File: src/hdl/assert_macros.svh
// Assertion macros shared by the route feasibility checker modules.
// Needs signals named clk and rst_n in the scope of each use.
`ifndef ASSERT_MACROS_SVH
`define ASSERT_MACROS_SVH

// Same-cycle implication, off while reset is asserted.
`define ASSERT_IMPL(label, ante, cons) \
  label: assert property (@(posedge clk) disable iff (!rst_n) (ante) |-> (cons)) \
    else $error("%m: assertion failed");

// Next-cycle implication, off while reset is asserted.
`define ASSERT_NEXT(label, ante, cons) \
  label: assert property (@(posedge clk) disable iff (!rst_n) (ante) |=> (cons)) \
    else $error("%m: assertion failed");

`endif

File: src/hdl/evrfc_pkg.sv
// Package for the route feasibility checker: widths, codes, FSM state,
// and the command/status structs between controller and datapath.
`default_nettype none

package evrfc_pkg;

  localparam int VAL_W   = 32;
  localparam int RATE_W  = 24;
  localparam int CAP_W   = 31;
  localparam int CFG_A_W = 3;
  localparam int PROD_W  = VAL_W + RATE_W;

  localparam logic [CFG_A_W-1:0] CFG_BATTERY_CAPACITY  = 3'd0;
  localparam logic [CFG_A_W-1:0] CFG_CONSUMPTION_RATE  = 3'd1;
  localparam logic [CFG_A_W-1:0] CFG_RECHARGE_RATE     = 3'd2;
  localparam logic [CFG_A_W-1:0] CFG_WINDOW_TOLERANCE  = 3'd3;
  localparam logic [CFG_A_W-1:0] CFG_BATTERY_TOLERANCE = 3'd4;

  localparam logic [1:0] STS_OK      = 2'd0;
  localparam logic [1:0] STS_WINDOW  = 2'd1;
  localparam logic [1:0] STS_BATTERY = 2'd2;

  localparam logic [RATE_W-1:0] RATE_ONE = 24'd65536;

  typedef enum logic [1:0] {
    S_IDLE,
    S_BATT,
    S_CHG,
    S_DONE
  } state_t;

  typedef struct packed {
    logic load_start;
    logic visit;
    logic step_batt;
    logic step_chg;
    logic finish;
  } cmd_t;

  typedef struct packed {
    logic fail;
  } sts_t;

endpackage

`default_nettype wire

File: src/hdl/ev_route_feasibility_check.sv
// Top level of the electric-vehicle route feasibility checker.
// Instantiates evrfc_ctrl and evrfc_dp; uses evrfc_pkg.
//
//   channel | handshake            | payload
//   --------+----------------------+-------------------------------------
//   in      | in_valid / in_ready  | mode, start and stop fields
//   out     | out_valid / out_ready| arrival, departure, battery, status
//   cfg     | cfg_we               | cfg_index, cfg_data
//
// A start transaction yields no result.
// A visit passes through S_BATT, S_CHG and S_DONE from accept to result register,
// and the next transaction is taken only once back in S_IDLE, so visits do not overlap:
// the shared 32x24 multiplier is used twice in dependent order (consumption, recharge).
// A finished result waits in the output register; the next transaction is
// taken meanwhile, and its result stalls in the last step until room frees.
// Reset is synchronous; after reset visits are dropped until a start.
`default_nettype none

module ev_route_feasibility_check import evrfc_pkg::*; (
  input  wire                     clk,
  input  wire                     rst_n,
  input  wire                     in_valid,
  output logic                    in_ready,
  input  wire                     in_mode,
  input  wire  [VAL_W-1:0]        in_start_time,
  input  wire  signed [VAL_W-1:0] in_start_battery,
  input  wire  [VAL_W-1:0]        in_prefix_distance,
  input  wire  [VAL_W-1:0]        in_arc_distance,
  input  wire  [VAL_W-1:0]        in_window_open,
  input  wire  [VAL_W-1:0]        in_window_close,
  input  wire  [VAL_W-1:0]        in_service_time,
  input  wire                     in_is_station,
  input  wire                     in_last_stop,
  output logic                    out_valid,
  input  wire                     out_ready,
  output logic [VAL_W-1:0]        out_arrival_time,
  output logic [VAL_W-1:0]        out_departure_time,
  output logic signed [VAL_W-1:0] out_battery_left,
  output logic [VAL_W-1:0]        out_route_distance,
  output logic [1:0]              out_status,
  output logic                    out_route_end,
  input  wire                     cfg_we,
  input  wire  [CFG_A_W-1:0]      cfg_index,
  input  wire  [VAL_W-1:0]        cfg_data
);

  cmd_t cmd;
  sts_t sts;

  evrfc_ctrl u_ctrl (
    .clk       (clk),
    .rst_n     (rst_n),
    .in_valid  (in_valid),
    .in_ready  (in_ready),
    .in_mode   (in_mode),
    .out_valid (out_valid),
    .out_ready (out_ready),
    .cmd       (cmd),
    .sts       (sts)
  );

  evrfc_dp u_dp (
    .clk                (clk),
    .rst_n              (rst_n),
    .cfg_we             (cfg_we),
    .cfg_index          (cfg_index),
    .cfg_data           (cfg_data),
    .in_start_time      (in_start_time),
    .in_start_battery   (in_start_battery),
    .in_prefix_distance (in_prefix_distance),
    .in_arc_distance    (in_arc_distance),
    .in_window_open     (in_window_open),
    .in_window_close    (in_window_close),
    .in_service_time    (in_service_time),
    .in_is_station      (in_is_station),
    .in_last_stop       (in_last_stop),
    .cmd                (cmd),
    .sts                (sts),
    .out_arrival_time   (out_arrival_time),
    .out_departure_time (out_departure_time),
    .out_battery_left   (out_battery_left),
    .out_route_distance (out_route_distance),
    .out_status         (out_status),
    .out_route_end      (out_route_end)
  );

endmodule

`default_nettype wire

File: src/hdl/evrfc_ctrl.sv
// Controller FSM for the route feasibility checker: handshakes, step
// sequencing, armed/failed flag. Uses evrfc_pkg and assert_macros.svh.
`default_nettype none
`include "assert_macros.svh"

module evrfc_ctrl import evrfc_pkg::*; (
  input  wire  clk,
  input  wire  rst_n,
  input  wire  in_valid,
  output logic in_ready,
  input  wire  in_mode,
  output logic out_valid,
  input  wire  out_ready,
  output cmd_t cmd,
  input  sts_t sts
);

  state_t state_r, state_nxt;
  logic   failed_r, failed_nxt;
  logic   out_valid_r, out_valid_nxt;
  logic   accept;
  logic   out_free;

  assign accept   = in_valid && in_ready;
  assign out_free = !out_valid_r || out_ready;

  always_comb begin
    state_nxt = state_r;
    unique case (state_r)
      S_IDLE: begin
        if (accept && in_mode && !failed_r) begin
          state_nxt = S_BATT;
        end
      end
      S_BATT: state_nxt = S_CHG;
      S_CHG:  state_nxt = S_DONE;
      S_DONE: begin
        if (out_free) begin
          state_nxt = S_IDLE;
        end
      end
      default: state_nxt = S_IDLE;
    endcase
  end

  always_comb begin
    in_ready       = (state_r == S_IDLE);
    cmd.load_start = accept && !in_mode;
    cmd.visit      = accept && in_mode && !failed_r;
    cmd.step_batt  = (state_r == S_BATT);
    cmd.step_chg   = (state_r == S_CHG);
    cmd.finish     = (state_r == S_DONE) && out_free;
  end

  always_comb begin
    failed_nxt = failed_r;
    priority if (cmd.load_start) begin
      failed_nxt = 1'b0;
    end else if (cmd.finish && sts.fail) begin
      failed_nxt = 1'b1;
    end else begin
      failed_nxt = failed_r;
    end
    out_valid_nxt = out_valid_r;
    priority if (cmd.finish) begin
      out_valid_nxt = 1'b1;
    end else if (out_ready) begin
      out_valid_nxt = 1'b0;
    end else begin
      out_valid_nxt = out_valid_r;
    end
  end

  always_ff @(posedge clk) begin
    if (!rst_n) begin
      state_r     <= S_IDLE;
      failed_r    <= 1'b1;
      out_valid_r <= 1'b0;
    end else begin
      state_r     <= state_nxt;
      failed_r    <= failed_nxt;
      out_valid_r <= out_valid_nxt;
    end
  end

  assign out_valid = out_valid_r;

  `ASSERT_IMPL(a_finish_room, cmd.finish, !out_valid_r || out_ready)
  `ASSERT_NEXT(a_finish_valid, cmd.finish, out_valid_r)
  `ASSERT_NEXT(a_failed_drop, accept && in_mode && failed_r, state_r == S_IDLE && failed_r)

endmodule

`default_nettype wire

File: src/hdl/evrfc_dp.sv
// Datapath for the route feasibility checker: config registers, route
// state, shared multiplier and result registers. Uses evrfc_pkg.
`default_nettype none
`include "assert_macros.svh"

module evrfc_dp import evrfc_pkg::*; (
  input  wire                     clk,
  input  wire                     rst_n,
  input  wire                     cfg_we,
  input  wire  [CFG_A_W-1:0]      cfg_index,
  input  wire  [VAL_W-1:0]        cfg_data,
  input  wire  [VAL_W-1:0]        in_start_time,
  input  wire  signed [VAL_W-1:0] in_start_battery,
  input  wire  [VAL_W-1:0]        in_prefix_distance,
  input  wire  [VAL_W-1:0]        in_arc_distance,
  input  wire  [VAL_W-1:0]        in_window_open,
  input  wire  [VAL_W-1:0]        in_window_close,
  input  wire  [VAL_W-1:0]        in_service_time,
  input  wire                     in_is_station,
  input  wire                     in_last_stop,
  input  cmd_t                    cmd,
  output sts_t                    sts,
  output logic [VAL_W-1:0]        out_arrival_time,
  output logic [VAL_W-1:0]        out_departure_time,
  output logic signed [VAL_W-1:0] out_battery_left,
  output logic [VAL_W-1:0]        out_route_distance,
  output logic [1:0]              out_status,
  output logic                    out_route_end
);

  localparam int PQ_W = PROD_W - 16;

  function automatic logic [VAL_W-1:0] add_sat(input logic [VAL_W-1:0] a,
                                               input logic [VAL_W-1:0] b);
    logic [VAL_W:0] s;
    s = {1'b0, a} + {1'b0, b};
    return s[VAL_W] ? '1 : s[VAL_W-1:0];
  endfunction

  logic [CAP_W-1:0]  cap_r;
  logic [RATE_W-1:0] cons_r;
  logic [RATE_W-1:0] rchg_r;
  logic [VAL_W-1:0]  wtol_r;
  logic [CAP_W-1:0]  btol_r;

  logic [VAL_W-1:0]        clock_r;
  logic signed [VAL_W-1:0] charge_r;
  logic [VAL_W-1:0]        dist_r;

  logic [VAL_W-1:0]        arrival_r;
  logic [VAL_W-1:0]        wclose_r;
  logic [VAL_W-1:0]        service_r;
  logic                    station_r;
  logic                    last_r;
  logic [PROD_W-1:0]       prod_r;
  logic signed [VAL_W-1:0] batt_r;
  logic [VAL_W-1:0]        tsvc_r;
  logic                    wfail_r;
  logic                    bfail_r;
  logic                    need_r;

  logic [VAL_W-1:0]        out_arr_r;
  logic [VAL_W-1:0]        out_dep_r;
  logic signed [VAL_W-1:0] out_batt_r;
  logic [VAL_W-1:0]        out_dist_r;
  logic [1:0]              out_sts_r;
  logic                    out_end_r;

  logic [VAL_W-1:0]        mul_a;
  logic [RATE_W-1:0]       mul_b;
  logic [VAL_W-1:0]        t_arc;
  logic [VAL_W-1:0]        t_arr;
  logic signed [PQ_W+1:0]  bdiff;
  logic signed [VAL_W-1:0] batt_new;
  logic [VAL_W:0]          close_lim;
  logic signed [VAL_W:0]   batt_x;
  logic signed [VAL_W:0]   neg_tol;
  logic signed [VAL_W:0]   cap_x;
  logic [VAL_W:0]          diff;
  logic [PQ_W:0]           dep_sum;
  logic [VAL_W-1:0]        t_chg;
  logic [VAL_W-1:0]        t_fin;
  logic signed [VAL_W-1:0] b_fin;
  logic [1:0]              s_fin;

  // Shared multiplier: arc times consumption at accept, deficit times
  // recharge rate in the charge step.
  always_comb begin
    batt_x = {batt_r[VAL_W-1], batt_r};
    cap_x  = $signed({2'b00, cap_r});
    diff   = cap_x - batt_x;
    if (cmd.step_chg) begin
      mul_a = diff[VAL_W-1:0];
      mul_b = rchg_r;
    end else begin
      mul_a = in_arc_distance;
      mul_b = cons_r;
    end
  end

  always_comb begin
    t_arc = add_sat(clock_r, in_arc_distance);
    t_arr = (t_arc < in_window_open) ? in_window_open : t_arc;
    bdiff = $signed({{(PQ_W-VAL_W+2){charge_r[VAL_W-1]}}, charge_r})
          - $signed({2'b00, prod_r[PROD_W-1:16]});
    if (bdiff[PQ_W+1] && !(&bdiff[PQ_W+1:VAL_W-1])) begin
      batt_new = {1'b1, {(VAL_W-1){1'b0}}};
    end else begin
      batt_new = bdiff[VAL_W-1:0];
    end
    close_lim = {1'b0, wclose_r} + {1'b0, wtol_r};
    neg_tol   = -$signed({2'b00, btol_r});
  end

  always_comb begin
    dep_sum = {{(PQ_W-VAL_W+1){1'b0}}, tsvc_r} + {1'b0, prod_r[PROD_W-1:16]};
    t_chg   = (|dep_sum[PQ_W:VAL_W]) ? '1 : dep_sum[VAL_W-1:0];
    t_fin   = tsvc_r;
    b_fin   = batt_r;
    s_fin   = STS_OK;
    priority if (wfail_r) begin
      t_fin = arrival_r;
      s_fin = STS_WINDOW;
    end else if (bfail_r) begin
      s_fin = STS_BATTERY;
    end else if (station_r) begin
      t_fin = need_r ? t_chg : tsvc_r;
      b_fin = $signed({1'b0, cap_r});
    end else begin
      s_fin = STS_OK;
    end
  end

  assign sts.fail = wfail_r || bfail_r;

  always_ff @(posedge clk) begin
    if (!rst_n) begin
      cap_r  <= '0;
      cons_r <= RATE_ONE;
      rchg_r <= RATE_ONE;
      wtol_r <= '0;
      btol_r <= '0;
    end else if (cfg_we) begin
      unique case (cfg_index)
        CFG_BATTERY_CAPACITY:  cap_r  <= cfg_data[CAP_W-1:0];
        CFG_CONSUMPTION_RATE:  cons_r <= cfg_data[RATE_W-1:0];
        CFG_RECHARGE_RATE:     rchg_r <= cfg_data[RATE_W-1:0];
        CFG_WINDOW_TOLERANCE:  wtol_r <= cfg_data;
        CFG_BATTERY_TOLERANCE: btol_r <= cfg_data[CAP_W-1:0];
        default: ;
      endcase
    end
  end

  always_ff @(posedge clk) begin
    if (!rst_n) begin
      clock_r  <= '0;
      charge_r <= '0;
      dist_r   <= '0;
    end else if (cmd.load_start) begin
      clock_r  <= in_start_time;
      charge_r <= in_start_battery;
      dist_r   <= in_prefix_distance;
    end else if (cmd.visit) begin
      dist_r <= add_sat(dist_r, in_arc_distance);
    end else if (cmd.finish) begin
      clock_r  <= t_fin;
      charge_r <= b_fin;
    end
  end

  always_ff @(posedge clk) begin
    if (cmd.visit || cmd.step_chg) begin
      prod_r <= PROD_W'(mul_a * mul_b);
    end
    if (cmd.visit) begin
      arrival_r <= t_arr;
      wclose_r  <= in_window_close;
      service_r <= in_service_time;
      station_r <= in_is_station;
      last_r    <= in_last_stop;
    end
    if (cmd.step_batt) begin
      batt_r  <= batt_new;
      tsvc_r  <= add_sat(arrival_r, service_r);
      wfail_r <= {1'b0, arrival_r} > close_lim;
    end
    if (cmd.step_chg) begin
      bfail_r <= batt_x < neg_tol;
      need_r  <= batt_x < cap_x;
    end
    if (cmd.finish) begin
      out_arr_r  <= arrival_r;
      out_dep_r  <= t_fin;
      out_batt_r <= b_fin;
      out_dist_r <= dist_r;
      out_sts_r  <= s_fin;
      out_end_r  <= last_r || wfail_r || bfail_r;
    end
  end

  assign out_arrival_time   = out_arr_r;
  assign out_departure_time = out_dep_r;
  assign out_battery_left   = out_batt_r;
  assign out_route_distance = out_dist_r;
  assign out_status         = out_sts_r;
  assign out_route_end      = out_end_r;

  `ASSERT_NEXT(a_fail_ends, cmd.finish && sts.fail, out_end_r && out_sts_r != STS_OK)

endmodule

`default_nettype wire

File: config.mk
export PLATFORM = sky130hd
export DESIGN_NAME = ev_route_feasibility_check
export DESIGN_NICKNAME = d
export VERILOG_FILES = /design/src/hdl/evrfc_pkg.sv /design/src/hdl/ev_route_feasibility_check.sv /design/src/hdl/evrfc_ctrl.sv /design/src/hdl/evrfc_dp.sv
export VERILOG_INCLUDE_DIRS = /design/src /design/src/hdl
export SDC_FILE = /design/constraint.sdc
export NUM_CORES = 2
export LEC_CHECK = 0
export BUFFER_PORTS_ARGS = -buffer_cell sky130_fd_sc_hd__buf_2
export CAP_MARGIN = 20
export CORE_MARGIN = 8
export CORE_UTILIZATION = 45
export DETAILED_ROUTE_END_ITERATION = 7
export SLEW_MARGIN = 20
export SYNTH_ARGS = -nofsm -noshare
export SYNTH_HDL_FRONTEND = slang
export SYNTH_SLANG_ARGS = --single-unit
File: constraint.sdc
create_clock -name clk -period 14.7 [get_ports clk]
set_input_delay 2.94 -clock clk [delete_from_list [all_inputs] [get_ports clk]]
set_output_delay 2.94 -clock clk [all_outputs]
set_load 0.1 [all_outputs]
* Yosys cells after proc, flatten, opt, wreduce, memory -nomap -nowiden
Cells that the tools add are included.
** Word-level totals
- Register bits after elaboration :: 594
- Input port bits :: 267
- Output and inout bits :: 133
- Word-level logic and storage cells :: 111
** Operators by class
- $add $sub $neg :: 8
- Multiply operators :: 1
- Order comparisons :: 4
- Equal/unequal tests :: 10
- Multiplexer cells :: 29
- Reductions and logical operators :: 31
** Operator list (count)
- 32-bit two-way mux :: 20
- 32-bit by 32-bit adder with 33-bit output :: 4
- 32-bit less-than comparator :: 2
- 32-bit by 24-bit multiplier with 56-bit output :: 1
- 32-bit by 41-bit subtractor with 42-bit output :: 1
- 32-bit by 40-bit adder with 41-bit output :: 1
- 32-bit by 33-bit greater-than comparator with 1-bit output :: 1
- 32-bit by 33-bit less-than comparator with 1-bit output :: 1
- 31-bit negator with 33-bit output :: 1
- 32-bit subtractor :: 1
- 24-bit two-way mux :: 1
- 2-bit AND reduction :: 7
- 11-bit AND reduction :: 1
- 9-bit OR reduction :: 1
- 2-bit case mux with 4 select lines :: 1
- 2-bit nonzero test :: 4
- 1-bit logical AND :: 7
- 3-bit by 2-bit == test with 1-bit output, second input constant :: 2
- 2-bit two-way mux :: 3
- 1-bit logical OR :: 5
- 2-bit == test, second input constant :: 2
- 1-bit zero test :: 4
- 1-bit two-way mux :: 4
- 2-bit by 1-bit != test with 1-bit output, second input constant :: 2
- 6 further kinds :: 6

* Logic depth before layout (Yosys ltp)
- Depth in word-level cells :: 10
- Depth in mapped cells :: 40
- Mapped depth without buffers :: 38

* Hierarchy
Synthesis repeated with hierarchy kept, for this count alone.
** Second synthesis, totals
- Cell total of the unflattened synthesis :: 6855
- Area, all modules :: 60724.5 um^2
** Modules (own cells, without submodules)
- evrfc_dp :: times used 1, cells an instance 6827, area each 60478.0 um^2, sequential area each 14854.2 um^2
- evrfc_ctrl :: times used 1, cells an instance 28, area each 246.5 um^2, sequential area each 80.1 um^2

* Worst setup path before layout
OpenSTA, ideal clock, no wires.
- Kind :: input to register
- Start point :: input port out_ready
- End point :: register u_dp.clock_r[12]
- Setup time :: 92 ps
- Arrival :: 11277 ps
- Required time :: 14608 ps
- Setup slack :: 3331 ps
- Stages :: 7
- Buffers on the path :: 1
- Cell sequence :: nor2b_1 -> nor2b_1 -> o21ai_1 -> nor2_1 -> nand2_1 -> clkbuf_1 -> o32ai_1
** RTL lines
- from (decl) :: line ev_route_feasibility_check.sv:35 : input wire out_ready,
- to (signal assigned) :: line evrfc_dp.sv:161 : clock_r <= in_start_time;
- to (signal assigned) :: line evrfc_dp.sv:167 : clock_r <= t_fin;
- to (decl) :: line evrfc_dp.sv:46 : logic [VAL_W-1:0] clock_r;

* Worst setup path in the final report
- Start point :: register u_dp.batt_r[0]
- End point :: register u_dp.prod_r[51], data pin
** On the way
- Cells in the longest elaborated chain, start to end :: 3
** RTL lines
- from (decl) :: line evrfc_dp.sv:56 : logic signed [VAL_W-1:0] batt_r;
- from (signal assigned) :: line evrfc_dp.sv:184 : batt_r <= batt_new;
- 32-bit subtractor :: line evrfc_dp.sv:91 : diff = cap_x - batt_x;
- 32-bit two-way mux :: line evrfc_dp.sv:92 : if (cmd.step_chg) begin
- 32-bit by 24-bit multiplier with 56-bit output :: line evrfc_dp.sv:174 : prod_r <= PROD_W'(mul_a * mul_b);
- to (signal assigned) :: line evrfc_dp.sv:174
- to (decl) :: line evrfc_dp.sv:55 : logic [PROD_W-1:0] prod_r;
Every way passes these cells.
A chain may end at the register's enable or synchronous reset.

==> metrics.csv <==
metric,value,unit
crit_path_end_kind,flip-flop,
ys_ff_latch,578,
cp_common_cell,fa_1,
reg2reg_to,u_dp.prod_r[51],
syn_area_per_cell,8.77,sq um
grt_max_degree,133,
clock_path_buffers,3,
period_minus_slack,10.90,ns
critical_path.top_delay_family,adder cells,
layout_commonest_cell,nand2_1,
drive_gt1_share,10.2,%
use_met2,48.0,%
final_cell_area,68300,sq um
slew-limit-headroom,21.0,%
crit_required,15.12,ns
synth_cells,7061,
status,"finished, final reports clean",
numCtsBuffers,72,
hold_start,u_dp.rchg_r[12],
reg2reg_from,u_dp.batt_r[0],
path_max_fanout,15,
fin_skew,0.0670,ns
synth_top_area_share,21.5,%
setup_violations,0,
die_h,387,microns
synthSimpleGateAreaFrac,15.8,%
cts_tree,yes,
ys_top_cells_by_area,"fa_1 21%, edfxtp_1 16%, ha_1 10%, dfxtp_1 7.8%, nand2_1 6.0%",
fin_hold_ws,0.454,ns
rsz0062_at_grt,false,
synth.net_count,8502,
grt_first_pass_wirelength,361000,microns
place_hpwl,200000,microns
cts_setup_buffers,0,
io_buffers,399,
hold_buffers,0,
largest_register_ffs,40,
drv_slew,0,
cts.sinks,578,
ir_drop,0.0846,mV
clk-insertion-delay-late,0.69,ns
mostFrequentLayoutCells,"982 x nand2_1, 954 x inv_1, 664 x fa_1",
synth_top_family_by_area,adder cells,
place_area,65800,sq um
yosys.area_share.adder,31.8,%
wl,252000,microns
synth-edff-count,336,
slowest_stage,a21o_1,
synth.cell_area,61900,sq um
ant_nets,0,
rr_worst_depth,33,
core.rowCount,136,
pin_count,400,
worst_pin_slew,1.15,ns
seq_area_frac_synth,24.1,%
largest-register,u_dp.prod_r,
drtIter0Drc,5972,
vias,54500,
synthMuxAreaShare,1.02,%
worstHoldEndpoint,u_dp.rchg_r[12],
dieArea,150000,sq um
wire_per_inst,27.5,microns
grt_use_met3,8.79,%
ys.flop_type,edfxtp_1,
hold_path_class,reg -> reg,
dr.pass1.iters,6,
busiest_layer,met2,
synth_cell_type_count,100,
die_w,387,microns
synthArstFlopShare,0,%
root_buffer,clkbuf_16,
path_clk_slew,0.06,ns
min_path_cells,2,
yosys.area.top_type,fa_1,
cp.arrival,11.31,ns
first_global_vias,53100,
drcViolationCount,0,
leakage,31.0,nW
place_congestion,1.01,
cp_slowest_stage_delay,0.85,ns
syn2layout_area_growth,10.3,%
start_kind,flip-flop,
startpoint,u_dp.batt_r[0],
htreeDepth,3,
core_area,137000,sq um
via_per_inst,5.95,
maxCapViolations,0,
path_buf_inv,4,
hold_viol,0,
cellPowerDensity,106,nW/um^2
setup_tns,0,ns
r2r_slack,3.80,ns
path_class,reg -> reg,
grt.overflow.total,0,
nets,8750,
min_period_over_period,74.1,%
grt_use_total,32.4,%
synth_compound_area_share,15.9,%
max_freq,91.8,MHz
post_cts_resized,0,
grt_use_met1,44.1,%
synthXorXnorAreaFrac,3.54,%
antenna_found_initial,11,
synth-warning-count,0,
start_util,45.2,%
area by class of cell:
class / instances / area, sq um
Fill cell: 13100 / 68700
Multi-Input combinational cell: 5209 / 42400
Sequential cell: 578 / 14900
Inverter: 957 / 3600
Timing Repair Buffer: 491 / 2730
Tap cell: 1794 / 2240
Clock buffer: 98 / 1990
Clock inverter: 35 / 442
Antenna cell: 3 / 7.51
cell usage after synthesis (all sizes together), types with 20 or more instances:
library cell / instances
a211o: 24
mux2: 27
nor2: 672
edfxtp: 336
and3: 40
ha: 510
buf: 49
and2: 44
a211oi: 55
nor2b: 69
or2: 25
o211ai: 24
o21a: 41
o32ai: 20
nand4: 47
a221oi: 20
nand3: 88
nand2: 982
fa: 664
nand2b: 59
xor2: 107
a21o: 169
o21bai: 36
a21oi: 481
dfxtp: 242
clkbuf: 268
nor3: 118
xnor2: 143
mux2i: 33
inv: 956
o31a: 41
a32oi: 27
o31ai: 39
a22oi: 57
a31oi: 71
o21ai: 241
nor4: 21
logic make-up (layout without fill, tap and decap cells):
group                    after synthesis  after routing
AND/OR/NAND/NOR                     2231           2231
multiplexers                          60             60
AO/OA/AOI/OAI                       1494           1494
buffers and inverters               1274           1581
XOR/XNOR                             250            250
flip-flops                           578            578
other                                  0              3
adder cells (fa/ha/maj)             1174           1174
through the flow:
stage | cells | setup slack (ns) | power, mW | utilization (%)
detailed placement | 9026 | 3.73 | 5.34 | 48.0
global route | 9162 | 3.28 | 7.64 | 49.9
finish | 9165 | 3.80 | 7.27 | 49.9
floorplan | 7061 | 3.33 | 4.20 | -
global placement | 9026 | 3.68 | 5.32 | 48.0
CTS | 9159 | 3.90 | 7.21 | 49.8
power breakdown:
group          leakage (nW)  internal, mW  switching (mW)
clock                  1.17          1.06           0.799
sequential             5.01          1.91           0.182
combinational          24.8          1.13            2.19
how the worst max path moves through the flow:
stage / slack [ns] / endpoint / cells after the start
after floorplan: 3.33 / u_dp.clock_r[12] / 7
after global placement: 3.68 / u_dp.prod_r[55] / 26
after detailed placement: 3.73 / u_dp.prod_r[51] / 26
after CTS: 3.90 / u_dp.prod_r[51] / 35
after global routing: 3.28 / u_dp.prod_r[51] / 35
final: 3.80 / u_dp.prod_r[51] / 33
worst reg2reg max path, delay by kind of cell, from the launching register on:
| kind | cells | cell delay [ns] |
|---|---|---|
| fa+ha+maj | 10 | 4.58 |
| compound gates | 14 | 4.12 |
| xor+xnor | 2 | 0.85 |
| simple gates | 3 | 0.47 |
| flops | 1 | 0.41 |
| buf+inv | 4 | 0.20 |
layer usage:
metal / wire, microns / part of all wire [%]
met1: 104000 / 41
met2: 106000 / 42
met4: 13900 / 5.5
met3: 28100 / 11
met5: 71 / 0.028
No activity file was read; power rests on OpenSTA's default activity.
